### src/hw/rtl/alpe_pkg.sv
// shared types, codes and reset constants of the led pulse encoder
`default_nettype none

package alpe_pkg;

    // request codes on the input word
    localparam logic REQ_TICK = 1'b0;
    localparam logic REQ_PUSH = 1'b1;

    // configuration register indexes
    localparam logic [1:0] CFG_PERIOD    = 2'd0;
    localparam logic [1:0] CFG_HIGH_ONE  = 2'd1;
    localparam logic [1:0] CFG_HIGH_ZERO = 2'd2;
    localparam logic [1:0] CFG_LATCH     = 2'd3;

    localparam int CFG_INDEX_W = 2;
    localparam int CFG_DATA_W  = 16;

    // configuration reset values
    localparam logic [7:0]  PERIOD_RST    = 8'd20;
    localparam logic [7:0]  HIGH_ONE_RST  = 8'd15;
    localparam logic [7:0]  HIGH_ZERO_RST = 8'd7;
    localparam logic [15:0] LATCH_RST     = 16'd4800;

    // default depth of the queue between front and back
    localparam int QUEUE_DEPTH = 2;

    // classified input word
    typedef struct packed {
        logic       is_push;
        logic [7:0] pixel_byte;
        logic       last_byte;
    } cmd_t;

    // result word
    typedef struct packed {
        logic line_level;
        logic busy_res;
        logic accepted;
        logic frame_done;
        logic underrun;
    } result_t;

endpackage

`default_nettype wire

### src/hw/rtl/alpe_front.sv
// front stage: takes input words and classifies them into commands
`default_nettype none

module alpe_front (
    input  wire logic          aclk,
    input  wire logic          aresetn,
    input  wire logic          s_valid,
    output logic               s_ready,
    input  wire logic          s_req_type,
    input  wire logic [7:0]    s_pixel_byte,
    input  wire logic          s_last_byte,
    output logic               cmd_valid,
    input  wire logic          cmd_ready,
    output alpe_pkg::cmd_t     cmd
);

    logic           front_valid_reg;
    logic           front_valid_next;
    alpe_pkg::cmd_t cmd_reg;
    alpe_pkg::cmd_t cmd_next;

    assign s_ready = !front_valid_reg || cmd_ready;

    always_comb begin
        front_valid_next = front_valid_reg;
        cmd_next         = cmd_reg;
        if (s_ready) begin
            front_valid_next   = s_valid;
            cmd_next.is_push   = (s_req_type == alpe_pkg::REQ_PUSH);
            cmd_next.pixel_byte = s_pixel_byte;
            cmd_next.last_byte = s_last_byte;
        end
    end

    always_ff @(posedge aclk) begin
        if (!aresetn) begin
            front_valid_reg <= 1'b0;
        end else begin
            front_valid_reg <= front_valid_next;
        end
    end

    always_ff @(posedge aclk) begin
        cmd_reg <= cmd_next;
    end

    assign cmd_valid = front_valid_reg;
    assign cmd       = cmd_reg;

endmodule

`default_nettype wire

### src/hw/rtl/alpe_queue.sv
// short command queue between front and back
`default_nettype none

module alpe_queue #(
    parameter int DEPTH = alpe_pkg::QUEUE_DEPTH
) (
    input  wire logic           aclk,
    input  wire logic           aresetn,
    input  wire logic           in_valid,
    output logic                in_ready,
    input  wire alpe_pkg::cmd_t in_cmd,
    output logic                out_valid,
    input  wire logic           out_ready,
    output alpe_pkg::cmd_t      out_cmd
);

    localparam int PTR_W = (DEPTH > 1) ? $clog2(DEPTH) : 1;
    localparam int CNT_W = $clog2(DEPTH + 1);
    localparam logic [PTR_W-1:0] PTR_LAST = PTR_W'(DEPTH - 1);
    localparam logic [CNT_W-1:0] CNT_FULL = CNT_W'(DEPTH);

    alpe_pkg::cmd_t   entry_reg [DEPTH];
    logic [PTR_W-1:0] wr_ptr_reg;
    logic [PTR_W-1:0] wr_ptr_next;
    logic [PTR_W-1:0] rd_ptr_reg;
    logic [PTR_W-1:0] rd_ptr_next;
    logic [CNT_W-1:0] count_reg;
    logic [CNT_W-1:0] count_next;
    logic             push;
    logic             pop;

    assign in_ready  = (count_reg != CNT_FULL);
    assign out_valid = (count_reg != '0);
    assign out_cmd   = entry_reg[rd_ptr_reg];
    assign push      = in_valid && in_ready;
    assign pop       = out_valid && out_ready;

    always_comb begin
        wr_ptr_next = wr_ptr_reg;
        rd_ptr_next = rd_ptr_reg;
        count_next  = count_reg;
        if (push) begin
            wr_ptr_next = (wr_ptr_reg == PTR_LAST) ? '0 : wr_ptr_reg + 1'b1;
        end
        if (pop) begin
            rd_ptr_next = (rd_ptr_reg == PTR_LAST) ? '0 : rd_ptr_reg + 1'b1;
        end
        if (push && !pop) begin
            count_next = count_reg + 1'b1;
        end else if (pop && !push) begin
            count_next = count_reg - 1'b1;
        end
    end

    always_ff @(posedge aclk) begin
        if (!aresetn) begin
            wr_ptr_reg <= '0;
            rd_ptr_reg <= '0;
            count_reg  <= '0;
        end else begin
            wr_ptr_reg <= wr_ptr_next;
            rd_ptr_reg <= rd_ptr_next;
            count_reg  <= count_next;
        end
    end

    always_ff @(posedge aclk) begin
        if (push) begin
            entry_reg[wr_ptr_reg] <= in_cmd;
        end
    end

endmodule

`default_nettype wire

### src/hw/rtl/alpe_back.sv
// back stage: bit timing engine, holding register, config and result register
`default_nettype none

module alpe_back (
    input  wire logic                              aclk,
    input  wire logic                              aresetn,
    input  wire logic                              cfg_we,
    input  wire logic [alpe_pkg::CFG_INDEX_W-1:0]  cfg_index,
    input  wire logic [alpe_pkg::CFG_DATA_W-1:0]   cfg_wdata,
    input  wire logic                              cmd_valid,
    output logic                                   cmd_ready,
    input  wire alpe_pkg::cmd_t                    cmd,
    output logic                                   res_valid,
    input  wire logic                              res_ready,
    output alpe_pkg::result_t                      res
);

    localparam logic [1:0] PH_IDLE  = 2'd0;
    localparam logic [1:0] PH_SEND  = 2'd1;
    localparam logic [1:0] PH_LATCH = 2'd2;

    // configuration
    logic [7:0]  period_ticks_reg;
    logic [7:0]  high_one_ticks_reg;
    logic [7:0]  high_zero_ticks_reg;
    logic [15:0] latch_ticks_reg;

    // encoder state
    logic [1:0]  phase_reg,           phase_next;
    logic [7:0]  tick_in_period_reg,  tick_in_period_next;
    logic [2:0]  bit_position_reg,    bit_position_next;
    logic [7:0]  shift_byte_reg,      shift_byte_next;
    logic        current_is_last_reg, current_is_last_next;
    logic [7:0]  holding_byte_reg,    holding_byte_next;
    logic        holding_valid_reg,   holding_valid_next;
    logic        holding_last_reg,    holding_last_next;
    logic [15:0] latch_count_reg,     latch_count_next;

    logic              res_valid_reg;
    alpe_pkg::result_t res_reg;
    alpe_pkg::result_t res_next;

    logic        pop;
    logic        cur_bit;
    logic [7:0]  high_ticks;
    logic [8:0]  tick_sum;
    logic [15:0] latch_inc;

    assign cmd_ready = !res_valid_reg || res_ready;
    assign pop       = cmd_valid && cmd_ready;
    assign res_valid = res_valid_reg;
    assign res       = res_reg;

    always_comb begin
        phase_next           = phase_reg;
        tick_in_period_next  = tick_in_period_reg;
        bit_position_next    = bit_position_reg;
        shift_byte_next      = shift_byte_reg;
        current_is_last_next = current_is_last_reg;
        holding_byte_next    = holding_byte_reg;
        holding_valid_next   = holding_valid_reg;
        holding_last_next    = holding_last_reg;
        latch_count_next     = latch_count_reg;
        res_next             = '0;
        cur_bit              = 1'b0;
        high_ticks           = '0;
        tick_sum             = '0;
        latch_inc            = '0;

        if (cmd.is_push) begin
            res_next.busy_res = (phase_reg == PH_SEND) || (phase_reg == PH_LATCH);
            if (!holding_valid_reg) begin
                holding_byte_next  = cmd.pixel_byte;
                holding_last_next  = cmd.last_byte;
                holding_valid_next = 1'b1;
                res_next.accepted  = 1'b1;
            end
        end else begin
            // idle with a held byte: load it, this tick opens its first bit
            if (phase_reg != PH_SEND && phase_reg != PH_LATCH && holding_valid_reg) begin
                shift_byte_next      = holding_byte_reg;
                current_is_last_next = holding_last_reg;
                holding_valid_next   = 1'b0;
                bit_position_next    = '0;
                tick_in_period_next  = '0;
                phase_next           = PH_SEND;
            end

            if (phase_next == PH_SEND) begin
                cur_bit             = shift_byte_next[3'd7 - bit_position_next];
                high_ticks          = cur_bit ? high_one_ticks_reg : high_zero_ticks_reg;
                res_next.busy_res   = 1'b1;
                res_next.line_level = (tick_in_period_next < high_ticks);
                tick_sum            = {1'b0, tick_in_period_next} + 9'd1;
                if (tick_sum >= {1'b0, period_ticks_reg}) begin
                    tick_in_period_next = '0;
                    if (bit_position_next == 3'd7) begin
                        if (!current_is_last_next && holding_valid_next) begin
                            shift_byte_next      = holding_byte_reg;
                            current_is_last_next = holding_last_reg;
                            holding_valid_next   = 1'b0;
                            bit_position_next    = '0;
                        end else begin
                            res_next.underrun = !current_is_last_next;
                            latch_count_next  = '0;
                            if (latch_ticks_reg == '0) begin
                                res_next.frame_done = 1'b1;
                                phase_next          = PH_IDLE;
                            end else begin
                                phase_next = PH_LATCH;
                            end
                        end
                    end else begin
                        bit_position_next = bit_position_next + 3'd1;
                    end
                end else begin
                    tick_in_period_next = tick_in_period_next + 8'd1;
                end
            end else if (phase_next == PH_LATCH) begin
                res_next.busy_res = 1'b1;
                latch_inc         = latch_count_reg + 16'd1;
                latch_count_next  = latch_inc;
                if (latch_inc >= latch_ticks_reg) begin
                    res_next.frame_done = 1'b1;
                    phase_next          = PH_IDLE;
                    latch_count_next    = '0;
                end
            end else begin
                phase_next = PH_IDLE;
            end
        end
    end

    always_ff @(posedge aclk) begin
        if (!aresetn) begin
            period_ticks_reg    <= alpe_pkg::PERIOD_RST;
            high_one_ticks_reg  <= alpe_pkg::HIGH_ONE_RST;
            high_zero_ticks_reg <= alpe_pkg::HIGH_ZERO_RST;
            latch_ticks_reg     <= alpe_pkg::LATCH_RST;
        end else if (cfg_we) begin
            unique case (cfg_index)
                alpe_pkg::CFG_PERIOD:    period_ticks_reg    <= cfg_wdata[7:0];
                alpe_pkg::CFG_HIGH_ONE:  high_one_ticks_reg  <= cfg_wdata[7:0];
                alpe_pkg::CFG_HIGH_ZERO: high_zero_ticks_reg <= cfg_wdata[7:0];
                alpe_pkg::CFG_LATCH:     latch_ticks_reg     <= cfg_wdata;
                default: ;
            endcase
        end
    end

    always_ff @(posedge aclk) begin
        if (!aresetn) begin
            phase_reg           <= PH_IDLE;
            tick_in_period_reg  <= '0;
            bit_position_reg    <= '0;
            shift_byte_reg      <= '0;
            current_is_last_reg <= 1'b0;
            holding_valid_reg   <= 1'b0;
            holding_last_reg    <= 1'b0;
            latch_count_reg     <= '0;
            res_valid_reg       <= 1'b0;
        end else begin
            if (pop) begin
                phase_reg           <= phase_next;
                tick_in_period_reg  <= tick_in_period_next;
                bit_position_reg    <= bit_position_next;
                shift_byte_reg      <= shift_byte_next;
                current_is_last_reg <= current_is_last_next;
                holding_valid_reg   <= holding_valid_next;
                holding_last_reg    <= holding_last_next;
                latch_count_reg     <= latch_count_next;
            end
            if (cmd_ready) begin
                res_valid_reg <= cmd_valid;
            end
        end
    end

    always_ff @(posedge aclk) begin
        if (pop) begin
            holding_byte_reg <= holding_byte_next;
            res_reg          <= res_next;
        end
    end

    // a push result never drives the line
    a_push_line_low: assert property (@(posedge aclk) disable iff (!aresetn)
        (pop && cmd.is_push) |-> !res_next.line_level)
        else $error("push word drove the line high");

    // a refused push leaves the held byte in place
    a_refused_keeps_hold: assert property (@(posedge aclk) disable iff (!aresetn)
        (pop && cmd.is_push && holding_valid_reg) |=> holding_valid_reg)
        else $error("refused push dropped the held byte");

    // a tick in idle with nothing held stays idle
    a_idle_stays: assert property (@(posedge aclk) disable iff (!aresetn)
        (pop && !cmd.is_push && !holding_valid_reg
         && phase_reg != PH_SEND && phase_reg != PH_LATCH) |=> (phase_reg == PH_IDLE))
        else $error("encoder left idle with no byte held");

    // a result only leaves the register when taken
    a_res_held: assert property (@(posedge aclk) disable iff (!aresetn)
        (res_valid_reg && !res_ready) |=> (res_valid_reg && $stable(res_reg)))
        else $error("result register changed while stalled");

endmodule

`default_nettype wire

### src/hw/rtl/addressable_led_pulse_encoder_unit.sv
// top level of the addressable led pulse encoder
`default_nettype none

// channel   dir  handshake          payload
// s_        in   s_valid/s_ready    s_req_type, s_pixel_byte, s_last_byte
// m_        out  m_valid/m_ready    m_line_level, m_busy_res, m_accepted,
//                                   m_frame_done, m_underrun
// cfg_      in   cfg_we             cfg_index, cfg_wdata
//
// one word per clock sustained while m_ready is high; the back stage settles
// one word each cycle its result register is free; an accepted word passes
// the front register, then a queue entry, then the result register
// aresetn is synchronous, active low; config returns to its reset values
// a stalled m_ready fills the result register, then the queue, then the front
// register before s_ready drops

module addressable_led_pulse_encoder_unit #(
    parameter int QUEUE_DEPTH = alpe_pkg::QUEUE_DEPTH
) (
    input  wire logic                              aclk,
    input  wire logic                              aresetn,
    // configuration writes
    input  wire logic                              cfg_we,
    input  wire logic [alpe_pkg::CFG_INDEX_W-1:0]  cfg_index,
    input  wire logic [alpe_pkg::CFG_DATA_W-1:0]   cfg_wdata,
    // input words
    input  wire logic                              s_valid,
    output logic                                   s_ready,
    input  wire logic                              s_req_type,
    input  wire logic [7:0]                        s_pixel_byte,
    input  wire logic                              s_last_byte,
    // result words
    output logic                                   m_valid,
    input  wire logic                              m_ready,
    output logic                                   m_line_level,
    output logic                                   m_busy_res,
    output logic                                   m_accepted,
    output logic                                   m_frame_done,
    output logic                                   m_underrun
);

    // front to queue
    logic              front_valid;
    logic              front_ready;
    alpe_pkg::cmd_t    front_cmd;

    // queue to back
    logic              back_valid;
    logic              back_ready;
    alpe_pkg::cmd_t    back_cmd;

    alpe_pkg::result_t result;

    // classify tick and push words
    alpe_front u_front (
        .aclk         (aclk),
        .aresetn      (aresetn),
        .s_valid      (s_valid),
        .s_ready      (s_ready),
        .s_req_type   (s_req_type),
        .s_pixel_byte (s_pixel_byte),
        .s_last_byte  (s_last_byte),
        .cmd_valid    (front_valid),
        .cmd_ready    (front_ready),
        .cmd          (front_cmd)
    );

    // decouples front stalls from back stalls
    alpe_queue #(
        .DEPTH (QUEUE_DEPTH)
    ) u_queue (
        .aclk      (aclk),
        .aresetn   (aresetn),
        .in_valid  (front_valid),
        .in_ready  (front_ready),
        .in_cmd    (front_cmd),
        .out_valid (back_valid),
        .out_ready (back_ready),
        .out_cmd   (back_cmd)
    );

    // bit timing, holding register and latch count
    alpe_back u_back (
        .aclk      (aclk),
        .aresetn   (aresetn),
        .cfg_we    (cfg_we),
        .cfg_index (cfg_index),
        .cfg_wdata (cfg_wdata),
        .cmd_valid (back_valid),
        .cmd_ready (back_ready),
        .cmd       (back_cmd),
        .res_valid (m_valid),
        .res_ready (m_ready),
        .res       (result)
    );

    assign m_line_level = result.line_level;
    assign m_busy_res   = result.busy_res;
    assign m_accepted   = result.accepted;
    assign m_frame_done = result.frame_done;
    assign m_underrun   = result.underrun;

endmodule

`default_nettype wire
### config.mk
export PLATFORM = sky130hd
export DESIGN_NAME = addressable_led_pulse_encoder_unit
export DESIGN_NICKNAME = d
export VERILOG_FILES = /design/src/hw/rtl/alpe_pkg.sv /design/src/hw/rtl/alpe_front.sv /design/src/hw/rtl/alpe_queue.sv /design/src/hw/rtl/alpe_back.sv /design/src/hw/rtl/addressable_led_pulse_encoder_unit.sv
export SDC_FILE = /design/constraint.sdc
export NUM_CORES = 1
export LEC_CHECK = 0
export BUFFER_PORTS_ARGS = -buffer_cell sky130_fd_sc_hd__buf_2
export CORE_AREA = 2 2 139 141
export DETAILED_ROUTE_END_ITERATION = 6
export DIE_AREA = 0 0 141 143
export HOLD_SLACK_MARGIN = 0.06
export RECOVER_POWER = 100
export SETUP_SLACK_MARGIN = 0.15
export SYNTH_ARGS = -nofsm -noshare
export SYNTH_HDL_FRONTEND = slang
export SYNTH_SLANG_ARGS = --single-unit
### constraint.sdc
create_clock -name aclk -period 9.6 [get_ports aclk]
set_clock_uncertainty 0.15 [all_clocks]
set_input_delay 0.96 -clock aclk [delete_from_list [all_inputs] [get_ports aclk]]
set_output_delay 0.96 -clock aclk [all_outputs]
set_load 0.01 [all_outputs]
==> results.sh, run 1 <==
export IMPL_synth_edf_count=43
export IMPL_crit_type="reg2reg"
export IMPL_async_reset_ff_share_pct=0
export IMPL_final_area_um2=7350
export IMPL_grt_antenna_before_repair=0
export IMPL_drtIter0Drc=302
export IMPL_worstMarginPinSlew_ns=2.09
export IMPL_synth_cell_type_count=63
export IMPL_hold_class="reg2reg"
export IMPL_cts_root_buf="clkbuf_16"
export IMPL_synth_area_per_cell_um2=9.50
export IMPL_highest_layer="met4"
export IMPL_synth_common_cells="nand2_1 (112), dfxtp_1 (87), a21oi_1 (47)"
export IMPL_reg2reg_from="u_back.phase_reg[0]$_SDFFE_PN0P_"
export IMPL_syn_nets=745
export IMPL_gp_congestion=0.852
export IMPL_cp_arrival_ns=5.89
export IMPL_nFillCells=1822
export IMPL_synth_top_cell_by_area="dfxtp_1"
export IMPL_nets=779
export IMPL_cp_startpoint="u_back.phase_reg[0]$_SDFFE_PN0P_"
export IMPL_synthCells=675
export IMPL_met3_length_um=493
export IMPL_yosysTopAreaCellShare_pct=27.2
export IMPL_grt_pass1_wl_um=23700
export IMPL_cts_resized=0
export IMPL_io_buffers=39
export IMPL_clkTransAtPathRegs_ns=0.07
export IMPL_finalHoldViolCount=0
export IMPL_drive_above_1_share_pct=12.0
export IMPL_rrSetupSlack_ns=3.86
export IMPL_setup_viol=0
export IMPL_total_leakage_power_uw=0.00284
export IMPL_power_density_nw_per_um2=221
export IMPL_grt_pass1_vias=4689
export IMPL_post_route_period_util_pct=59.7
export IMPL_rows=50
export IMPL_slew_headroom_pct=-39.5
export IMPL_synthToLayoutAreaGrowth_pct=14.7
export IMPL_critPathCaptureType="flop"
export IMPL_finalPower_uw=1620
export IMPL_drcViolationCount=0
export IMPL_post_cts_repair_setup_buffers=0
export IMPL_cts_buffers=17
export IMPL_num_antenna_cells=0
export IMPL_dpl_cell_area_um2=6820
export IMPL_fin_setup_tns_ns=0
export IMPL_grt_usage_pct=14.8
export IMPL_wl_met1_um=6770
export IMPL_die_w_um=141
export IMPL_path_max_fanout=17
export IMPL_rsz0062_at_grt="no"
export IMPL_crit_path_start_kind="flop"
export IMPL_synth_warnings=0
export IMPL_die_h_um=143
export IMPL_synth_ff_type="dfxtp_1"
export IMPL_ys_seq_area_share_pct=47.3
export IMPL_grt_overflow_total=0
export IMPL_status="finished with violations"
export IMPL_r2r_end="u_back.current_is_last_reg$_SDFFE_PN0P_"
export IMPL_worstSkewPairLatency_ns=0.42
export IMPL_cts_sinks=130
export IMPL_reg2reg_depth=16
export IMPL_routed_via_count=4864
export IMPL_multiInputGateArea_um2=3090
export IMPL_cts_hold_buf=0
export IMPL_synth_seq_cells=130
export IMPL_wl_per_cell_um=14.4
export IMPL_synthTopCellsByArea="dfxtp_1 (27%), edfxtp_1 (20%), ha_1 (7.2%), nand2_1 (6.6%), a21oi_1 (3.7%)"
export IMPL_drtAntennaViolNets=0
export IMPL_synthesis_area_um2=6410
export IMPL_max_freq_mhz=174
export IMPL_period_needed_ns=5.74
export IMPL_firstDrtPassIters=5
export IMPL_grt_max_degree=44
export IMPL_largest_reg_flops=20
export IMPL_viasPerCell=5.09
export IMPL_cts_path_max_buffers=2
export IMPL_fin_cells=956
export IMPL_ioPinCount=40
export IMPL_seqCellArea_um2=3030
export IMPL_core_area_um2=18600
export IMPL_dp_hpwl_um=9660
export IMPL_initial_core_util_pct=34.5
export IMPL_wl_um=13800
export IMPL_wl_met2_um=6390
export IMPL_dp_cells=924
export IMPL_ir_drop_mv=0.150
export IMPL_finalMaxSlewViolations=96
export IMPL_max_cap_violations=3
export IMPL_cts_tree="yes"
export IMPL_die_area_um2=20200
export IMPL_violations="max-capacitance violations, max-slew violations"
export IMPL_cp_endpoint="u_back.current_is_last_reg$_SDFFE_PN0P_"
export IMPL_htreeDepth=4
export IMPL_yosysMostFrequentCell="nand2_1"
export IMPL_cp_required_ns=9.76
==> per-layer routing <==
metal	vias to the layer above	track usage (%)
met5	-	0
met4	0	4.95
li1	2490	-
met2	94	23.5
met1	2268	19.9
met3	12	3.69
==> cells by family after synthesis <==
logic type,share of synthesized area (%)
xor gates and xnor gates,3.28
AOI/OAI and AO/OA,12.8
adders and majority gates,7.22
buffers and inverters,4.06
muxes,5.31
and+or+nand+nor,20.0
DFF,47.3
==> final cells by class <==
class / instances / area share (%)
clock buffer: 17 / 5.79
clock inverter: 15 / 2.25
inverter: 31 / 1.58
multi-input combinational: 482 / 42.0
sequential: 130 / 41.2
tap: 234 / 3.98
timing repair buffer: 47 / 3.13
==> worst max-delay path: stages, from the launching register on <==
cell and delay (ns):
dfxtp_1 0.35, inv_1 0.06, ha_1 0.36, nand2_1 0.39, and2_0 0.31, ha_1 0.31
nand4_1 0.18, or3b_2 0.51, xnor2_1 0.15, ha_1 0.29, and3_1 0.18, nor2b_1 0.13
a2111oi_0 0.60, and2_0 0.21, clkbuf_1 0.52, o22ai_1 0.55, a31o_1 0.36
==> where the power goes <==
group	leakage, µW	internal (µW)	switching, µW
logic	0.00144	115	190
clock network	0.000287	349	285
registers	0.00112	640	42.3
total	0.00284	1100	518
==> worst min path at each step <==
stage                                        start                                 to  slack, ns  cells after the start
after global routing      u_front.cmd[5]$_DFFE_PP_  u_queue.entry_reg[1][5]$_DFFE_PP_       0.30                      0
after global placement    u_front.cmd[0]$_DFFE_PP_  u_queue.entry_reg[0][0]$_DFFE_PP_       0.27                      0
after detailed placement  u_front.cmd[2]$_DFFE_PP_  u_queue.entry_reg[0][2]$_DFFE_PP_       0.28                      0
after floorplan           u_front.cmd[0]$_DFFE_PP_  u_queue.entry_reg[0][0]$_DFFE_PP_       0.27                      0
final                     u_front.cmd[6]$_DFFE_PP_  u_queue.entry_reg[1][6]$_DFFE_PP_       0.29                      0
after CTS                 u_front.cmd[5]$_DFFE_PP_  u_queue.entry_reg[1][5]$_DFFE_PP_       0.30                      0
==> cells in the final DEF (no fill, tap or decap), drive strengths merged, types with 19 or more instances in the layout <==
cell type,n
nand3,28
clkbuf,29
nand2,112
o21ai,20
mux2i,19
buf,35
ha,37
edfxtp,43
inv,39
dfxtp,87
nor2,44
a21oi,48
==> stage by stage <==
stage | util (%) | hold WS (ns) | setup slack [ns]
after floorplan | - | 0.271 | 5.42
after global placement | 36.7 | 0.273 | 4.82
after detailed placement | 36.7 | 0.283 | 4.68
after CTS | 39.9 | 0.299 | 4.63
after global routing | 39.6 | 0.299 | 3.35
final | 39.6 | 0.294 | 3.86
Note: power is estimated with default switching activity, not from simulation.
==> inputs of run 2 (changes only) <==
--- a/config.mk
+++ b/config.mk
@@ -5,10 +5,11 @@
 export SDC_FILE = /design/constraint.sdc
 export NUM_CORES = 1
 export LEC_CHECK = 0
+export ABC_AREA = 1
 export BUFFER_PORTS_ARGS = -buffer_cell sky130_fd_sc_hd__buf_2
-export CORE_AREA = 2 2 139 141
+export CORE_AREA = 2 2 141 143
 export DETAILED_ROUTE_END_ITERATION = 6
-export DIE_AREA = 0 0 141 143
+export DIE_AREA = 0 0 143 145
 export HOLD_SLACK_MARGIN = 0.06
 export RECOVER_POWER = 100
 export SETUP_SLACK_MARGIN = 0.15
==> constraint.sdc (replaced) <==
create_clock -name aclk -period 5 [get_ports aclk]
set_clock_uncertainty 0.15 [all_clocks]
set_input_delay 0.5 -clock aclk [delete_from_list [all_inputs] [get_ports aclk]]
set_output_delay 0.5 -clock aclk [all_outputs]
set_load 0.01 [all_outputs]
==> run 2 against run 1 <==
Compared with the run above: the run still ends with max-capacitance violations, max-slew violations left; wire length increased by 4.2%; cell area increased by 3.1%; critical path depth increased by 6; largest cell class is now registers; largest power group is now combinational cells; highest routed layer unchanged.
==> results.sh, run 2 <==
export IMPL_layout_common_cells="inv_1 (119), nand2_1 (118), a21oi_1 (95)"
export IMPL_synth_ff_type="dfxtp_1"
export IMPL_io_buffers=39
export IMPL_core_area_um2=19200
export IMPL_clkTransAtPathRegs_ns=0.06
export IMPL_drive_above_1_share_pct=10.3
export IMPL_critPathCaptureType="flop"
export IMPL_initial_core_util_pct=34.6
export IMPL_routed_via_count=5265
export IMPL_setup_viol=0
export IMPL_worstSkewPairLatency_ns=0.43
export IMPL_dp_slack_ns=0.943
export IMPL_crit_path_start_kind="flop"
export IMPL_cts_sinks=130
export IMPL_synth_edf_count=43
export IMPL_layout_commonest_cell="inv_1"
export IMPL_largest_reg_flops=20
export IMPL_total_leakage_power_uw=0.00336
export IMPL_async_reset_ff_share_pct=0
export IMPL_synth_top_cell_by_area="dfxtp_1"
export IMPL_synth_warnings=0
export IMPL_grt_antenna_before_repair=0
export IMPL_cts_tree="yes"
export IMPL_crit_type="reg2reg"
export IMPL_hold_class="in2reg"
export IMPL_gp_congestion=0.814
export IMPL_num_antenna_cells=0
export IMPL_synthTopCellsByArea="dfxtp_1 (26%), edfxtp_1 (19%), a21oi_1 (7.1%), ha_1 (7.0%), inv_1 (6.7%)"
export IMPL_crit_top_cell="nand2_1"
export IMPL_nFillCells=1976
export IMPL_die_area_um2=20700
export IMPL_nets=918
export IMPL_wl_per_cell_um=12.8
export IMPL_violations="max-capacitance violations, max-slew violations"
export IMPL_grt_pass1_vias=4995
export IMPL_slew_headroom_pct=-18.2
export IMPL_dp_hpwl_um=10400
export IMPL_cp_arrival_ns=4.47
export IMPL_ys_seq_area_share_pct=45.6
export IMPL_synth_area_per_cell_um2=8.16
export IMPL_grt_pass1_wl_um=24500
export IMPL_cts_resized=0
export IMPL_slowest_stage="ha_1"
export IMPL_status="finished with violations"
export IMPL_power_density_nw_per_um2=554
export IMPL_finalHoldViolCount=0
export IMPL_drtIter0Drc=212
export IMPL_drtAntennaViolNets=0
export IMPL_cts_hold_buf=0
export IMPL_rsz0062_at_grt="no"
export IMPL_finalMaxSlewViolations=45
export IMPL_max_cap_violations=1
export IMPL_syn_nets=884
export IMPL_worstMarginPinSlew_ns=1.77
export IMPL_max_stage_delay_ns=0.43
export IMPL_grt_overflow_total=0
export IMPL_synthesis_area_um2=6640
export IMPL_ir_drop_mv=0.301
export IMPL_period_needed_ns=4.30
export IMPL_yosysTopAreaCellShare_pct=26.2
export IMPL_post_cts_repair_setup_buffers=0
export IMPL_grt_usage_pct=14.9
export IMPL_synthToLayoutAreaGrowth_pct=14.1
export IMPL_firstDrtPassIters=5
export IMPL_fin_setup_tns_ns=0
export IMPL_cp_required_ns=5.17
export IMPL_cts_root_buf="clkbuf_16"
export IMPL_die_h_um=145
export IMPL_htreeDepth=4
export IMPL_cts_path_max_buffers=2
export IMPL_grt_max_degree=45
export IMPL_yosysMostFrequentCell="inv_1"
export IMPL_synthCells=814
export IMPL_path_max_fanout=19
export IMPL_post_route_period_util_pct=86.0
export IMPL_die_w_um=143
export IMPL_drcViolationCount=0
export IMPL_rows=51
export IMPL_worst_slack_ns=0.702
export IMPL_synth_seq_cells=130
export IMPL_synth_cell_type_count=41
export IMPL_path_cells="inv_1 -> ha_1 -> nand2_8 -> inv_2 -> nor2_1 -> ha_1 -> inv_1 -> nor3_4 -> nand2_1 -> xnor2_1 -> ha_1 -> nand2_1 -> nor2_1 -> a21boi_0 -> o21ai_0 -> nand2_1 -> nand2_1 -> nand2_1 -> inv_2 -> nand2_1 -> a21oi_1 -> nor2_1"
export IMPL_ioPinCount=40
export IMPL_viasPerCell=4.68
export IMPL_synth_common_cells="inv_1 (118), nand2_1 (115), a21oi_1 (94)"
export IMPL_max_freq_mhz=233
export IMPL_wl_um=14400
export IMPL_cts_buffers=17
run 2: cell count changes after synthesis, moves of 15 or more:
cell | previous run | this run
inv_1 | 30 | 118
o21ai_0 | 17 | 84
a21oi_1 | 47 | 94
nor2_1 | 43 | 68
mux2i_1 | 19 | 2
nand3_1 | 28 | 43
run 2: critical path, delay by kind of cell, from the launching register on:
family	cells	cell delay, ns
AOI/OAI and AO/OA	3	0.35
xor gates and xnor gates	1	0.16
adders and majority gates	3	0.99
buffers and inverters	4	0.43
DFF	1	0.36
and+or+nand+nor	11	1.74
run 2: worst paths after layout:
kind	from	end	slack, ns	depth (start not counted)
max reg2reg	u_back.phase_reg[0]$_SDFFE_PN0P_	u_back.bit_position_reg[2]$_SDFFE_PN0P_	0.70	22
min reg2reg	u_front.cmd[1]$_DFFE_PP_	u_queue.entry_reg[1][1]$_DFFE_PP_	0.29	0
min	s_pixel_byte[5]	u_front.cmd[6]$_DFFE_PP_	0.09	1
max	u_back.phase_reg[0]$_SDFFE_PN0P_	u_back.bit_position_reg[2]$_SDFFE_PN0P_	0.70	22
run 2: cell families (layout without fill, tap and decap cells):
kind of cell	after synthesis	count (layout)	synth area share, %
and+or+nand+nor	275	275	19.3
xor gates and xnor gates	19	19	2.50
muxes	10	10	1.66
buffers and inverters	153	200	9.13
AOI/OAI and AO/OA	190	190	14.8
DFF	130	130	45.6
adders and majority gates	37	37	6.97
run 2: layout make-up:
class | count | area (µm²) | share of cell area [%]
multi-input cells | 531 | 2960 | 39.1
well taps | 265 | 332 | 4.37
clock buffers | 17 | 425 | 5.61
flip-flops and latches | 130 | 3030 | 40.0
repair buffers | 42 | 203 | 2.67
inverters | 126 | 475 | 6.27
clock inverters | 15 | 150 | 1.98
run 2: metrics by stage:
| stage | total power [µW] | utilization [%] | hold slack, ns | instances | cell area (µm²) |
|---|---|---|---|---|---|
| floorplan | 2690 | - | 0.271 | 814 | 6640 |
| global placement | 3050 | 36.8 | 0.274 | 1094 | 7060 |
| detailed placement | 3070 | 36.8 | 0.279 | 1094 | 7060 |
| CTS | 4290 | 39.8 | 0.0770 | 1126 | 7640 |
| global route | 4530 | 39.5 | 0.0735 | 1126 | 7580 |
| finish | 4200 | 39.5 | 0.0909 | 1126 | 7580 |
run 2: where the power goes:
| part | total (µW) | internal (µW) | leakage (µW) | switching, µW |
|---|---|---|---|---|
| clock | 1210 | 697 | 0.000275 | 512 |
| sequential | 1480 | 1330 | 0.00112 | 152 |
| combinational | 1510 | 488 | 0.00196 | 1020 |
| total | 4200 | 2520 | 0.00336 | 1680 |
run 2: routing by layer:
layer | share of wire, % | routed length, µm | vias to the layer above | track usage, %
met4 | 2.6 | 371 | 0 | 6.58
met5 | 0 | 0 | - | 0
met2 | 46 | 6590 | 89 | 22.8
met1 | 48 | 6910 | 2365 | 19.9
li1 | - | - | 2783 | -
met3 | 3.6 | 525 | 28 | 3.56
